`src/rtl/dcq_pkg.sv`:
```
// Shared types and constants for the dual circular queue unit.
package dcq_pkg;

   // Default number of words per queue.
   localparam int unsigned QUEUE_DEPTH_DEF = 4;
   localparam int unsigned WORD_W          = 32;

   // Operation codes carried in req_tuser[0].
   localparam logic OP_PUSH = 1'b0;
   localparam logic OP_POP  = 1'b1;

   // Queue select codes carried in req_tuser[1].
   localparam logic SEL_LOWER = 1'b0;
   localparam logic SEL_UPPER = 1'b1;

   // Result status codes.
   typedef enum logic [1:0] {
      ST_INSERTED = 2'd0,
      ST_REMOVED  = 2'd1,
      ST_FULL     = 2'd2,
      ST_EMPTY    = 2'd3
   } status_type;

   // Per-cycle command broadcast to every cell of one queue.
   typedef struct packed {
      logic push;   // load push word into the first free cell
      logic pop;    // every cell takes its neighbor's word
   } cell_ctrl_type;

endpackage

```
`src/rtl/dcq_cell.sv`:
```
// One storage cell of a queue chain: a word and its occupied flag.
module dcq_cell (
   input  logic                                clock,
   input  logic                                reset,
   input  dcq_pkg::cell_ctrl_type              ctrl,
   input  logic signed [dcq_pkg::WORD_W-1:0]   push_value,
   input  logic                                prev_valid,   // cell toward the front
   input  logic                                next_valid,   // cell toward the back
   input  logic signed [dcq_pkg::WORD_W-1:0]   next_data,
   output logic                                valid,
   output logic signed [dcq_pkg::WORD_W-1:0]   data
);
   import dcq_pkg::*;

   logic                     valid_ff, valid_in;
   logic signed [WORD_W-1:0] data_ff, data_in;

   always_comb begin
      valid_in = valid_ff;
      data_in  = data_ff;
      if (ctrl.pop) begin
         // shift toward the front
         valid_in = next_valid;
         data_in  = next_data;
      end else if (ctrl.push && !valid_ff && prev_valid) begin
         // first free cell takes the new word
         valid_in = 1'b1;
         data_in  = push_value;
      end
   end

   always_ff @(posedge clock) begin
      if (reset) begin
         valid_ff <= 1'b0;
      end else begin
         valid_ff <= valid_in;
      end
   end

   always_ff @(posedge clock) begin
      data_ff <= data_in;
   end

   assign valid = valid_ff;
   assign data  = data_ff;

endmodule

```
`src/rtl/dcq_chain.sv`:
```
// One queue: a row of cells, front at cell 0, words shifting forward on pop.
module dcq_chain #(
   parameter int unsigned DEPTH = dcq_pkg::QUEUE_DEPTH_DEF
) (
   input  logic                                clock,
   input  logic                                reset,
   input  dcq_pkg::cell_ctrl_type              ctrl,
   input  logic signed [dcq_pkg::WORD_W-1:0]   push_value,
   output logic signed [dcq_pkg::WORD_W-1:0]   front_data,
   output logic                                empty,
   output logic                                full
);
   import dcq_pkg::*;

   logic                     cell_valid [DEPTH];
   logic signed [WORD_W-1:0] cell_data  [DEPTH];

   for (genvar i = 0; i < DEPTH; i++) begin : g_cell
      logic                     prev_v;
      logic                     next_v;
      logic signed [WORD_W-1:0] next_d;

      if (i == 0) begin : g_front
         assign prev_v = 1'b1;
      end else begin : g_mid
         assign prev_v = cell_valid[i-1];
      end

      if (i == DEPTH - 1) begin : g_back
         assign next_v = 1'b0;
         assign next_d = '0;
      end else begin : g_inner
         assign next_v = cell_valid[i+1];
         assign next_d = cell_data[i+1];
      end

      dcq_cell u_cell (
         .clock      (clock),
         .reset      (reset),
         .ctrl       (ctrl),
         .push_value (push_value),
         .prev_valid (prev_v),
         .next_valid (next_v),
         .next_data  (next_d),
         .valid      (cell_valid[i]),
         .data       (cell_data[i])
      );
   end

   assign front_data = cell_data[0];
   assign empty      = !cell_valid[0];
   assign full       = cell_valid[DEPTH-1];

endmodule

```
`src/rtl/dual_circular_queue_unit.sv`:
```
// Top level: two independent queues sharing one request and one response stream.
//
//  channel | dir | handshake              | payload
//  --------+-----+------------------------+-------------------------------------
//  req     | in  | req_tvalid/req_tready  | tuser: op, queue_sel; tdata: push_value
//  rsp     | out | rsp_tvalid/rsp_tready  | tuser: status; tdata: pop_value
//
// One word per cycle: a request is taken whenever the response register is
// empty or being drained, and its response appears on the next cycle.
// Each queue is a row of QUEUE_DEPTH cells; push fills the first free cell,
// pop shifts every cell one place toward the front in the same cycle.
// Reset empties both queues at once (cell occupied flags clear).
// A stalled response holds and blocks further requests.
module dual_circular_queue_unit #(
   parameter int unsigned QUEUE_DEPTH = dcq_pkg::QUEUE_DEPTH_DEF
) (
   input  logic                               clock,
   input  logic                               reset,
   // request stream
   input  logic                               req_tvalid,
   output logic                               req_tready,
   input  logic [1:0]                         req_tuser,  // [0] op, [1] queue_sel
   input  logic [dcq_pkg::WORD_W-1:0]         req_tdata,  // [31:0] push_value
   // response stream
   output logic                               rsp_tvalid,
   input  logic                               rsp_tready,
   output logic [1:0]                         rsp_tuser,  // [1:0] status
   output logic [dcq_pkg::WORD_W-1:0]         rsp_tdata   // [31:0] pop_value
);
   import dcq_pkg::*;

   // request decode
   logic                     req_accept;
   logic                     req_op;
   logic                     req_sel;
   logic signed [WORD_W-1:0] req_value;

   // queue status
   cell_ctrl_type            lo_ctrl, up_ctrl;
   logic signed [WORD_W-1:0] lo_front, up_front;
   logic                     lo_empty, lo_full, up_empty, up_full;
   logic                     sel_empty, sel_full;
   logic signed [WORD_W-1:0] sel_front;

   // response register
   logic                     rsp_valid_ff, rsp_valid_in;
   status_type               rsp_status_ff, rsp_status_in;
   logic signed [WORD_W-1:0] rsp_value_ff, rsp_value_in;

   assign req_tready = !rsp_valid_ff || rsp_tready;
   assign req_accept = req_tvalid && req_tready;
   assign req_op     = req_tuser[0];
   assign req_sel    = req_tuser[1];
   assign req_value  = req_tdata;

   assign sel_empty = (req_sel == SEL_UPPER) ? up_empty : lo_empty;
   assign sel_full  = (req_sel == SEL_UPPER) ? up_full  : lo_full;
   assign sel_front = (req_sel == SEL_UPPER) ? up_front : lo_front;

   // Commands reach a queue only when the operation succeeds.
   always_comb begin
      lo_ctrl = '0;
      up_ctrl = '0;
      if (req_accept) begin
         if (req_sel == SEL_UPPER) begin
            up_ctrl.push = (req_op == OP_PUSH) && !up_full;
            up_ctrl.pop  = (req_op == OP_POP)  && !up_empty;
         end else begin
            lo_ctrl.push = (req_op == OP_PUSH) && !lo_full;
            lo_ctrl.pop  = (req_op == OP_POP)  && !lo_empty;
         end
      end
   end

   dcq_chain #(.DEPTH(QUEUE_DEPTH)) u_lower (
      .clock      (clock),
      .reset      (reset),
      .ctrl       (lo_ctrl),
      .push_value (req_value),
      .front_data (lo_front),
      .empty      (lo_empty),
      .full       (lo_full)
   );

   dcq_chain #(.DEPTH(QUEUE_DEPTH)) u_upper (
      .clock      (clock),
      .reset      (reset),
      .ctrl       (up_ctrl),
      .push_value (req_value),
      .front_data (up_front),
      .empty      (up_empty),
      .full       (up_full)
   );

   // Response word: status plus popped value (zero unless removed).
   always_comb begin
      rsp_valid_in  = rsp_valid_ff && !rsp_tready;
      rsp_status_in = rsp_status_ff;
      rsp_value_in  = rsp_value_ff;
      if (req_accept) begin
         rsp_valid_in = 1'b1;
         rsp_value_in = '0;
         if (req_op == OP_PUSH) begin
            rsp_status_in = sel_full ? ST_FULL : ST_INSERTED;
         end else if (sel_empty) begin
            rsp_status_in = ST_EMPTY;
         end else begin
            rsp_status_in = ST_REMOVED;
            rsp_value_in  = sel_front;
         end
      end
   end

   always_ff @(posedge clock) begin
      if (reset) begin
         rsp_valid_ff <= 1'b0;
      end else begin
         rsp_valid_ff <= rsp_valid_in;
      end
   end

   always_ff @(posedge clock) begin
      rsp_status_ff <= rsp_status_in;
      rsp_value_ff  <= rsp_value_in;
   end

   assign rsp_tvalid = rsp_valid_ff;
   assign rsp_tuser  = rsp_status_ff;
   assign rsp_tdata  = rsp_value_ff;

`ifndef ASSERT_OFF
   // the lower queue cannot be both full and empty
   a_lo_state: assert property (@(posedge clock) disable iff (reset)
      !(lo_full && lo_empty))
      else $error("lower queue full and empty at once");

   // a successful push leaves at least one queue non-empty
   a_push_fills: assert property (@(posedge clock) disable iff (reset)
      (lo_ctrl.push || up_ctrl.push) |=> (!lo_empty || !up_empty))
      else $error("push left both queues empty");

   // a successful pop leaves room in the lower queue
   a_pop_room: assert property (@(posedge clock) disable iff (reset)
      lo_ctrl.pop |=> !lo_full)
      else $error("lower queue still full after pop");

   // every accepted request yields a response on the next cycle
   a_rsp_follows: assert property (@(posedge clock) disable iff (reset)
      req_accept |=> rsp_tvalid)
      else $error("accepted request produced no response");
`endif

endmodule

```
`config.mk`:
```
export PLATFORM = sky130hd
export DESIGN_NAME = dual_circular_queue_unit
export DESIGN_NICKNAME = d
export VERILOG_FILES = /design/src/rtl/dcq_pkg.sv /design/src/rtl/dcq_cell.sv /design/src/rtl/dcq_chain.sv /design/src/rtl/dual_circular_queue_unit.sv
export SDC_FILE = /design/constraint.sdc
export NUM_CORES = 1
export LEC_CHECK = 0
export ABC_AREA = 1
export BUFFER_PORTS_ARGS = -buffer_cell sky130_fd_sc_hd__buf_4
export CELL_PAD_IN_SITES_DETAIL_PLACEMENT = 1
export CELL_PAD_IN_SITES_GLOBAL_PLACEMENT = 1
export CORE_ASPECT_RATIO = 1.1
export CORE_UTILIZATION = 24
export DETAILED_ROUTE_END_ITERATION = 12
export PLACE_DENSITY_LB_ADDON = 0.3
export SLEW_MARGIN = 10
export SYNTH_ARGS = -nofsm -noshare
export SYNTH_HDL_FRONTEND = slang
export SYNTH_HIERARCHICAL = 1
export SYNTH_SLANG_ARGS = --single-unit
```
`constraint.sdc`:
```
create_clock -name clock -period 2.8 [get_ports clock]
set_input_delay 0.28 -clock clock [delete_from_list [all_inputs] [get_ports clock]]
set_output_delay 0.28 -clock clock [all_outputs]
set_load 0.05 [all_outputs]
```
==> results of run 1 <==
## kinds of logic (layout without fill, tap and decap cells)
kind of cell,Yosys count,after routing,share of synthesized area [%]
other,4,68,0.108
DFF,299,299,64.0
buffers and inverters,164,249,8.12
and+or+nand+nor,967,967,27.7
AOI/OAI and AO/OA,1,1,0.0360
## state kept, by name, indices dropped and copies added, names as in the netlist
register / count
rsp_tdata: 32
rsp_tuser: 2
rsp_tvalid: 1
u_lower/g_cell.u_cell/data: 128
u_lower/g_cell.u_cell/valid: 4
u_upper/g_cell.u_cell/data: 128
u_upper/g_cell.u_cell/valid: 4
## through the flow
step	setup WS (ns)	util, %
after floorplan	0.203	-
after global placement	0.560	26.6
after detailed placement	0.531	26.6
after CTS	0.617	28.5
after global routing	0.501	28.5
final	0.657	28.5
## critical path: cells and delay by family, from the launching register on
family        cells  cell delay (ns)
flops             1             0.30
simple gates      4             0.84
buf+inv           3             0.67
## final cells by class
type	instances	area, um2	area share (%)
repair buffers	92	806	4.94
well taps	752	941	5.77
flip-flops and latches	299	8890	54.5
clock inverters	18	144	0.883
inverters	97	424	2.60
clock buffers	42	945	5.80
multi-input cells	1036	4150	25.5
## power by group through the flow
stage	clock (mW)	sequential (mW)	combinational (mW)
detailed placement	0	5.11	0.684
floorplan	0	5.21	0.309
global route	4.61	5.02	0.756
global placement	0	5.11	0.669
CTS	4.46	5.01	0.687
finish	4.31	5.01	0.670
## per-layer routing
layer  global-route usage, %  vias to the layer above
met3                    1.86                       52
met2                    17.6                      133
li1                        -                     4669
met1                    15.5                     4047
met5                       0                        -
met4                    3.80                        0
## final timing paths
path / start / to
max: rsp_tvalid / u_upper/g_cell[3].u_cell/data[11]
min: req_tuser[0] / rsp_tuser[0]
max reg2reg: rsp_tvalid / u_upper/g_cell[3].u_cell/data[11]
min reg2reg: u_lower/g_cell[3].u_cell/data[0] / u_lower/g_cell[2].u_cell/data[0]
## what timing repair did
| action | CTS | global route |
|---|---|---|
| endpoints found under the hold margin | 1 | 0 |
| buffers inserted | 0 | 0 |
| hold buffers | 1 | 0 |
| resized for setup | 0 | 0 |
## layout by cell type (no fill, tap or decap), types with 2 or more instances in the layout
cell type,instances
sky130_fd_sc_hd__nand2_1,748
sky130_fd_sc_hd__edfxtp_1,290
sky130_fd_sc_hd__nor2_1,115
sky130_fd_sc_hd__inv_1,88
sky130_fd_sc_hd__buf_4,82
sky130_fd_sc_hd__nand2_2,81
sky130_fd_sc_hd__conb_1,68
sky130_fd_sc_hd__clkbuf_16,37
sky130_fd_sc_hd__nand3_1,19
sky130_fd_sc_hd__buf_12,9
sky130_fd_sc_hd__dfxtp_1,9
sky130_fd_sc_hd__inv_8,8
sky130_fd_sc_hd__clkinv_2,7
sky130_fd_sc_hd__clkbuf_1,5
sky130_fd_sc_hd__clkinv_1,5
sky130_fd_sc_hd__clkinvlp_4,4
sky130_fd_sc_hd__nor2_4,2
sky130_fd_sc_hd__bufinv_16,2
==> summary by stage, run 1 <==
Place
The congestion estimate from routability-driven global placement came to approximately 0.75. Summed over all nets, the half-perimeter wirelength after detailed placement is 22.9 mm. During placement, the flow inserted port buffers numbering 73. The number of cells in the design after placement is around 2300.

Summing all placed instances gives a cell area of 0.0152 mm2.

CTS
The clock-pin transition on the worst setup and hold timing paths is about 0.06 ns. The maximum level of the CTS H-tree is 2. The CTS root buffer is sky130_fd_sc_hd__clkbuf_16.

The number of buffers inserted during clock tree synthesis is 34. The longest clock path from root to sink contains 3 buffers. The tree built by TritonCTS fans out to ~300 sinks. At the later pin of the worst-skew pair, clock insertion delay measures 0.52 ns. The clock tree from TritonCTS is built.

Setup path
The longest individual stage delay on the worst path is 0.32 ns. The top fanout value on the critical path is 55. Counting cells, the worst reg-to-reg path comes to 7.

STA classifies the critical path endpoint as a flop. The critical path data arrival time is 2.38 ns. The kind of critical path is flop to flop. The setup check on the worst reg-to-reg path leaves a slack of 0.66 ns. The signal on the critical path passes through nand2_1, nand2_1, nor2_4, buf_12, inv_8, nand2_2, buf_12. The required time of the critical path is 3.03 ns. STA classifies the critical path startpoint as a flop.

The critical-path cell with the highest stage delay is sky130_fd_sc_hd__nand2_2.

Synthesis
After synthesis, the most frequently instantiated cells are sky130_fd_sc_hd__nand2_1 (756), sky130_fd_sc_hd__edfxtp_1 (290), sky130_fd_sc_hd__nor2_1 (117). The proportion of register bits with asynchronous set or reset after synthesis is 0%. The flip-flop cell with the highest count after synthesis is sky130_fd_sc_hd__edfxtp_1. The synthesized area divided by synthesized cell count is 9.68 um2.

Yosys mapped the design onto 17 distinct sky130hd cell types. After synthesis, the largest area contributor takes up 62.7% of total cell area. The Yosys step of the flow raised 6 warnings. The sequential area share after synthesis is 64.0%. After synthesis the netlist holds a flip-flop and latch count of 299.

In this run the cell area of the synthesized design comes to 0.0139 mm2. By area the synthesized netlist is led by sky130_fd_sc_hd__edfxtp_1 (63%), sky130_fd_sc_hd__nand2_1 (20%), sky130_fd_sc_hd__nand2_2 (3.3%), sky130_fd_sc_hd__nor2_1 (3.2%), sky130_fd_sc_hd__buf_6 (2.4%). The instance count of the mapped netlist is 1435. The synthesized design contains 290 enable-type register cells. The most frequent cell after synthesis is sky130_fd_sc_hd__nand2_1.

The biggest area contributor in the post-synthesis netlist is sky130_fd_sc_hd__edfxtp_1.

Detailed routing
After detailed routing, the number of vias per cell comes to 3.81. Before antenna repair, the detailed router went through 5 iterations. The number of vias after detailed routing is ~8900. After detailed routing, the average wire length per cell comes to 13.7 um. The detailed router used layers up to and including met4. The post-route DRC violation count is 0. In the detailed route, the total length drawn on met3 is 1.27 mm. Summed over all nets, wire length on met2 after detailed routing comes to 14.2 mm.

In this run, the number of DRC markers left after iteration 0 of detailed routing was roughly 400. Once detail routing completed, the nets flagged for antenna violations numbered 0. The final routed wirelength across all metal layers is approximately 32 mm. The routed metal-1 wirelength is 15.8 mm.

Global route
The largest net degree at the start of global routing is 79. The number of antenna violations at the first check in global routing came to 0. The total overflow reported by the global router is 0. Global routing used between 10 and 15% of the available tracks. The number of global-route vias before repair was 9015. The first global-routing pass estimated 51.3 mm of wire.

Pwr
The net switching power of the design is 2.22 mW. The total design power is 10.0 mW. The sequential fraction of design power is 50.1%. In this run the power density over the cells is 613 mW/mm2.

In this run the static leakage power is 7.13 nW. The cell internal power dissipation is just under 8 mW. IR analysis of the VDD net gives a maximum drop of 0.000297 V. The proportion of power drawn by the clock network is 43.2%.

Net switching is between 20% and 30% of the power. Of the total power, combinational logic draws 6.7%.

Min path
The path type of the worst min-delay path is primary input to flop. Along the worst hold path, the cell count comes to 1.

STA
The worst pin sits at a relative slew slack of about three fifths. The clock arrives with 0.0176 ns of skew. The number of hold violations in the final report is 0. The share of the clock period used by the worst path after layout is 76.5%. The smallest hold slack is 0.0333 ns. For the pin with the worst max-slew slack, the measured transition is 0.599 ns.

The total setup violations reported at the end of the flow is 0. The max-slew violation count is 0. The time the final worst path needs with I/O delays and setup is approximately 2.1 ns.

Static timing analysis puts the maximum clock frequency at 467 MHz. Setup repair after global routing left no endpoint under its margin. The final-layout setup total negative slack is 0 ns.

Finish
The fraction of final layout cells sized beyond drive strength 1 is 14.8%. The number of fill cells in the layout is 6564. The count of cells in the finished layout, fillers not included, comes to 2336. The total inserted antenna cells is 0. After the last flow step, the layout net total stands at 1598.

The synthesis-to-layout area growth is 17.3%. The cell area after layout is 0.0163 mm2.

Die
From bottom edge to top edge, the die measures 254 um. The core area is between 0.05 and 0.06 mm2. The initial utilization of the core area, before any placement, comes to 24.3%.

74 I/O pins were placed. The number of placement rows is 92. In this run the horizontal extent of the chip is 231 um.

The full die area is 0.0588 mm2.

Outcome
The run finished with clean final reports.

Run
The total of max-cap violations is 0.
No activity file was read; power rests on OpenSTA's default activity.
==> inputs of run 2 (changes only) <==
--- a/config.mk
+++ b/config.mk
@@ -5,7 +5,7 @@
 export SDC_FILE = /design/constraint.sdc
 export NUM_CORES = 1
 export LEC_CHECK = 0
-export ABC_AREA = 1
+export ABC_AREA = 0
 export BUFFER_PORTS_ARGS = -buffer_cell sky130_fd_sc_hd__buf_4
 export CELL_PAD_IN_SITES_DETAIL_PLACEMENT = 1
 export CELL_PAD_IN_SITES_GLOBAL_PLACEMENT = 1
==> constraint.sdc (replaced) <==
create_clock -name clock -period 1.8 [get_ports clock]
set_input_delay 0.18 -clock clock [delete_from_list [all_inputs] [get_ports clock]]
set_output_delay 0.18 -clock clock [all_outputs]
set_load 0.05 [all_outputs]
==> run 2 against run 1 <==
Effect of this change:
- synthesized cell count down 47%
- sequential share of layout area down 5.9 points
- non-clock buffer count up 91
- clock skew up 0.0029 ns
- critical endpoint is now u_lower/g_cell[1].u_cell/data[12]
- critical path type unchanged
- power up 60%
- synthesized area up 3.3%
==> summary by stage, run 2 <==
Outcome
The flow ran to the end, and the final reports show no timing, DRC or antenna violations.

Setup path
Walking the worst path, the cells encountered are nor2b_4, nor4_4, buf_6, buf_12, buf_12, mux2_4. The worst setup path is launched from a flop. The cell that appears most often on the critical path is sky130_fd_sc_hd__buf_12.

The critical path data arrival time is 2.09 ns (-0.29 ns). The required time of the critical path is 2.10 ns (-0.93 ns). The longest individual stage delay on the worst path is 0.34 ns (+0.02 ns).

The top fanout value on the critical path is 14 (-75%). The critical path capture point type is a flop. The slowest stage of the critical path belongs to the cell sky130_fd_sc_hd__dfxtp_4.

The critical path in this run is classified as flop to flop.

Synthesis
The total number of yosys warnings is 6 (unchanged). The flip-flop cell with the highest count after synthesis is sky130_fd_sc_hd__edfxtp_1. After synthesis, the cell types taking the most area are sky130_fd_sc_hd__edfxtp_1 (61%), sky130_fd_sc_hd__mux2_4 (23%), sky130_fd_sc_hd__mux2_2 (3.1%), sky130_fd_sc_hd__buf_6 (2.0%), sky130_fd_sc_hd__or3b_1 (1.9%).

The instance count of the mapped netlist is 760 (-47%). The number of enable-type register cells in the synthesized netlist is 290 (unchanged). The area of the mapped netlist is 0.0144 mm2 (+3.3%). The number of synthesized register bits is 299 (unchanged). The most common cell in the synthesized netlist is sky130_fd_sc_hd__edfxtp_1.

After synthesis, the most frequently instantiated cells are sky130_fd_sc_hd__edfxtp_1 (290), sky130_fd_sc_hd__mux2_4 (216), sky130_fd_sc_hd__mux2_2 (40). The sequential area share after synthesis is 61.9% (-2.1 points). The count of unique library cells instantiated by Yosys came to 30 (+13). The synthesized area divided by synthesized cell count was 18.9 um2 (+95%). The proportion of register bits with asynchronous set or reset after synthesis is 0% (unchanged). The largest total area in the synthesized netlist belongs to sky130_fd_sc_hd__edfxtp_1. The proportion of netlist area held by the largest area contributor was 60.7% (-2.0 points).

Detailed routing
The remaining number of nets flagged by the antenna check after routing is 0 (unchanged). The via count normalized by instance count is 4.04 (+5.9%). The count of routing violations after the opening detailed-route iteration came to 282 (-30%).

The post-route DRC violation count is 0 (unchanged). The count of TritonRoute iterations in the first routing pass is 4 (-1). The final routed wirelength across all metal layers is 31.6 mm (-1.4%). The routed wire length per instance came to 17.7 um (+29%). The number of vias after detailed routing is 7201 (-19%).

CTS
The clock latency reported for the late side of the worst-skew pair is 0.56 ns (+0.04 ns). The maximum buffer depth of the clock tree is 3 (unchanged). The clock tree from TritonCTS is built. The total number of clock tree sinks is 299 (unchanged). The CTS root buffer is sky130_fd_sc_hd__clkbuf_16.

The clock-pin transition on the worst setup and hold timing paths came to 0.06 ns (about the same). The number of buffers inserted during clock tree synthesis is 36 (+5.9%). The maximum level of the CTS H-tree is 2 (unchanged).

Finish
The leading cell type in the layout, fill and taps excluded is sky130_fd_sc_hd__edfxtp_1. The non-filler instance count after layout is 1784 (-24%). The cell area after layout is 0.0183 mm2 (+12%). The fraction of final layout cells sized beyond drive strength 1 is 51.2% (+36 points). The synthesis-to-layout area growth is 27.5%. The number of fill cells in the layout was 6036 (-8.0%). The post-layout utilization of the core is 31.1% (+2.6 points). The number of nets in the layout came to 1034 (-35%). In the layout the commonest cells are sky130_fd_sc_hd__edfxtp_1 (290), sky130_fd_sc_hd__mux2_4 (228), sky130_fd_sc_hd__buf_4 (120).

Die
The initial core utilization is 24.4% (+0.10 points). The number of placed I/O pins was 74 (unchanged). The core area is 0.0589 mm2 (+2.9%). The full die area is 0.0608 mm2 (+3.3%). The floorplan die width came to 235 um (+1.6%).

The number of placement rows is 93 (+1.1%). The y dimension of the die came to 258 um (+1.6%).

STA
Setup repair after global routing could not meet its margin everywhere. The final worst clock skew came to 0.0205 ns (+0.00293 ns). The share of the clock period used by the worst path after layout is 99.4% (+23 points). The number of hold violations in the final report was 0 (unchanged).

The time the final worst path needs with I/O delays and setup came to 1.79 ns (-0.353 ns). The smallest hold slack is 0.0230 ns (-0.0103 ns). The timing-limited maximum frequency is 559 MHz (+20%). The total setup violations reported at the end of the flow is 0 (unchanged). The max-slew violation count is 0 (unchanged). The worst-case setup margin in the final layout is 0.0105 ns (-0.647 ns).

The final-layout setup total negative slack is 0 ns (unchanged).

Pwr
The worst IR drop on VDD is 0.000492 V (+66%). The total design power is 15.9 mW (+60%). The sequential fraction of design power is 48.9% (-1.2 points). The net switching share of the total power is 22.2% (-0.056 points).

The combinational group share of total power came to 7.9% (+1.2 points). The cell internal power dissipation is 12.4 mW (+60%). The leakage power came to 6.50 nW (-8.8%).

The net switching power of the design came to 3.54 mW (+59%). The proportion of power drawn by the clock network is 43.2% (about the same). The total power divided by cell area is 872 mW/mm2 (+42%).

Place
The routability congestion estimate is 0.686 (-8.6%). The placed cell area is 0.0167 mm2 (+9.9%). The detailed placer's ending HPWL came to 19.7 mm (-14%).

The count of input and output buffers is 73 (unchanged). The number of cells in the design after placement is 1686 (-26%). The worst-case setup slack after placement is -0.0421 ns (-0.573 ns).

Global route
The global-route wire length before repair is 48.1 mm (-6.2%). The largest net degree at the start of global routing was 34 (-57%). The number of global-route vias before repair is 7912 (-12%). The overall global routing resource usage came to 10.4% (-0.74 points). The number of antenna violations at the first check in global routing came to 3 (+3). The total overflow reported by the global router is 0 (unchanged).

Min path
The path type of the worst min-delay path is primary input to flop.

Run
The total of max-cap violations is 0 (unchanged).
## run 2: changes by cell type after synthesis, moves of 40 or more
cell / delta
sky130_fd_sc_hd__nand2_2: -73
sky130_fd_sc_hd__mux2_4: +216
sky130_fd_sc_hd__nor2_1: -114
sky130_fd_sc_hd__nand2_1: -748
sky130_fd_sc_hd__inv_1: -76
sky130_fd_sc_hd__mux2_2: +40
## run 2: area by class of cell
type	count	area, um2	area share, %
Antenna cell	1	2.50	0.0137
Clock buffer	46	938	5.13
Clock inverter	19	168	0.916
Inverter	12	52.6	0.287
Multi-Input combinational cell	464	5330	29.1
Sequential cell	299	8900	48.6
Tap cell	760	951	5.20
Timing Repair Buffer	183	1960	10.7
## run 2: layer usage
layer	GRT usage [%]	vias to the layer above	share of wire, %
met5	0	-	0.041
met4	3.95	2	2.2
met3	1.94	46	3.2
met2	18.6	99	52
met1	12.4	3676	43
li1	-	3378	-
## run 2: final timing paths
kind	startpoint	cells past startpoint	slack, ns	endpoint
setup / recovery	rsp_tvalid	6	0.01	u_lower/g_cell[1].u_cell/data[12]
hold / removal	req_tdata[28]	2	0.02	u_upper/g_cell[1].u_cell/data[28]
setup reg to reg	rsp_tvalid	6	0.01	u_lower/g_cell[1].u_cell/data[12]
hold reg to reg	u_upper/g_cell[1].u_cell/data[5]	1	0.54	u_upper/g_cell[0].u_cell/data[5]
## run 2: what timing repair did
item                                   in CTS  in global routing
endpoints found under the hold margin     111                  0
buffers inserted                            0                  6
pin swaps                                   0                  1
resized for setup                          14                 11
cloned                                      0                  7
setup endpoints to repair                 128                256
hold buffers                               19                  0
## run 2: worst max-delay path: cells and delay by family (launching register included)
kind / cells / cell delay, ns
buf+inv: 3 / 0.52
flops: 1 / 0.34
mux: 1 / 0.31
simple gates: 2 / 0.37
## run 2: logic make-up after synthesis
logic type / Yosys count / synth area share, %
muxes: 257 / 25.9
buffers and inverters: 61 / 3.86
AOI/OAI and AO/OA: 49 / 3.57
DFF: 299 / 61.9
and+or+nand+nor: 90 / 4.62
other: 4 / 0.105
## run 2: power groups by stage
stage | Combinational [mW] | Sequential (mW) | Clock, mW
global placement | 1.19 | 7.94 | 0
detailed placement | 1.22 | 7.95 | 0
floorplan | 0.635 | 8.09 | 0
CTS | 1.27 | 7.80 | 7.18
global route | 1.35 | 7.80 | 7.44
finish | 1.25 | 7.80 | 6.90
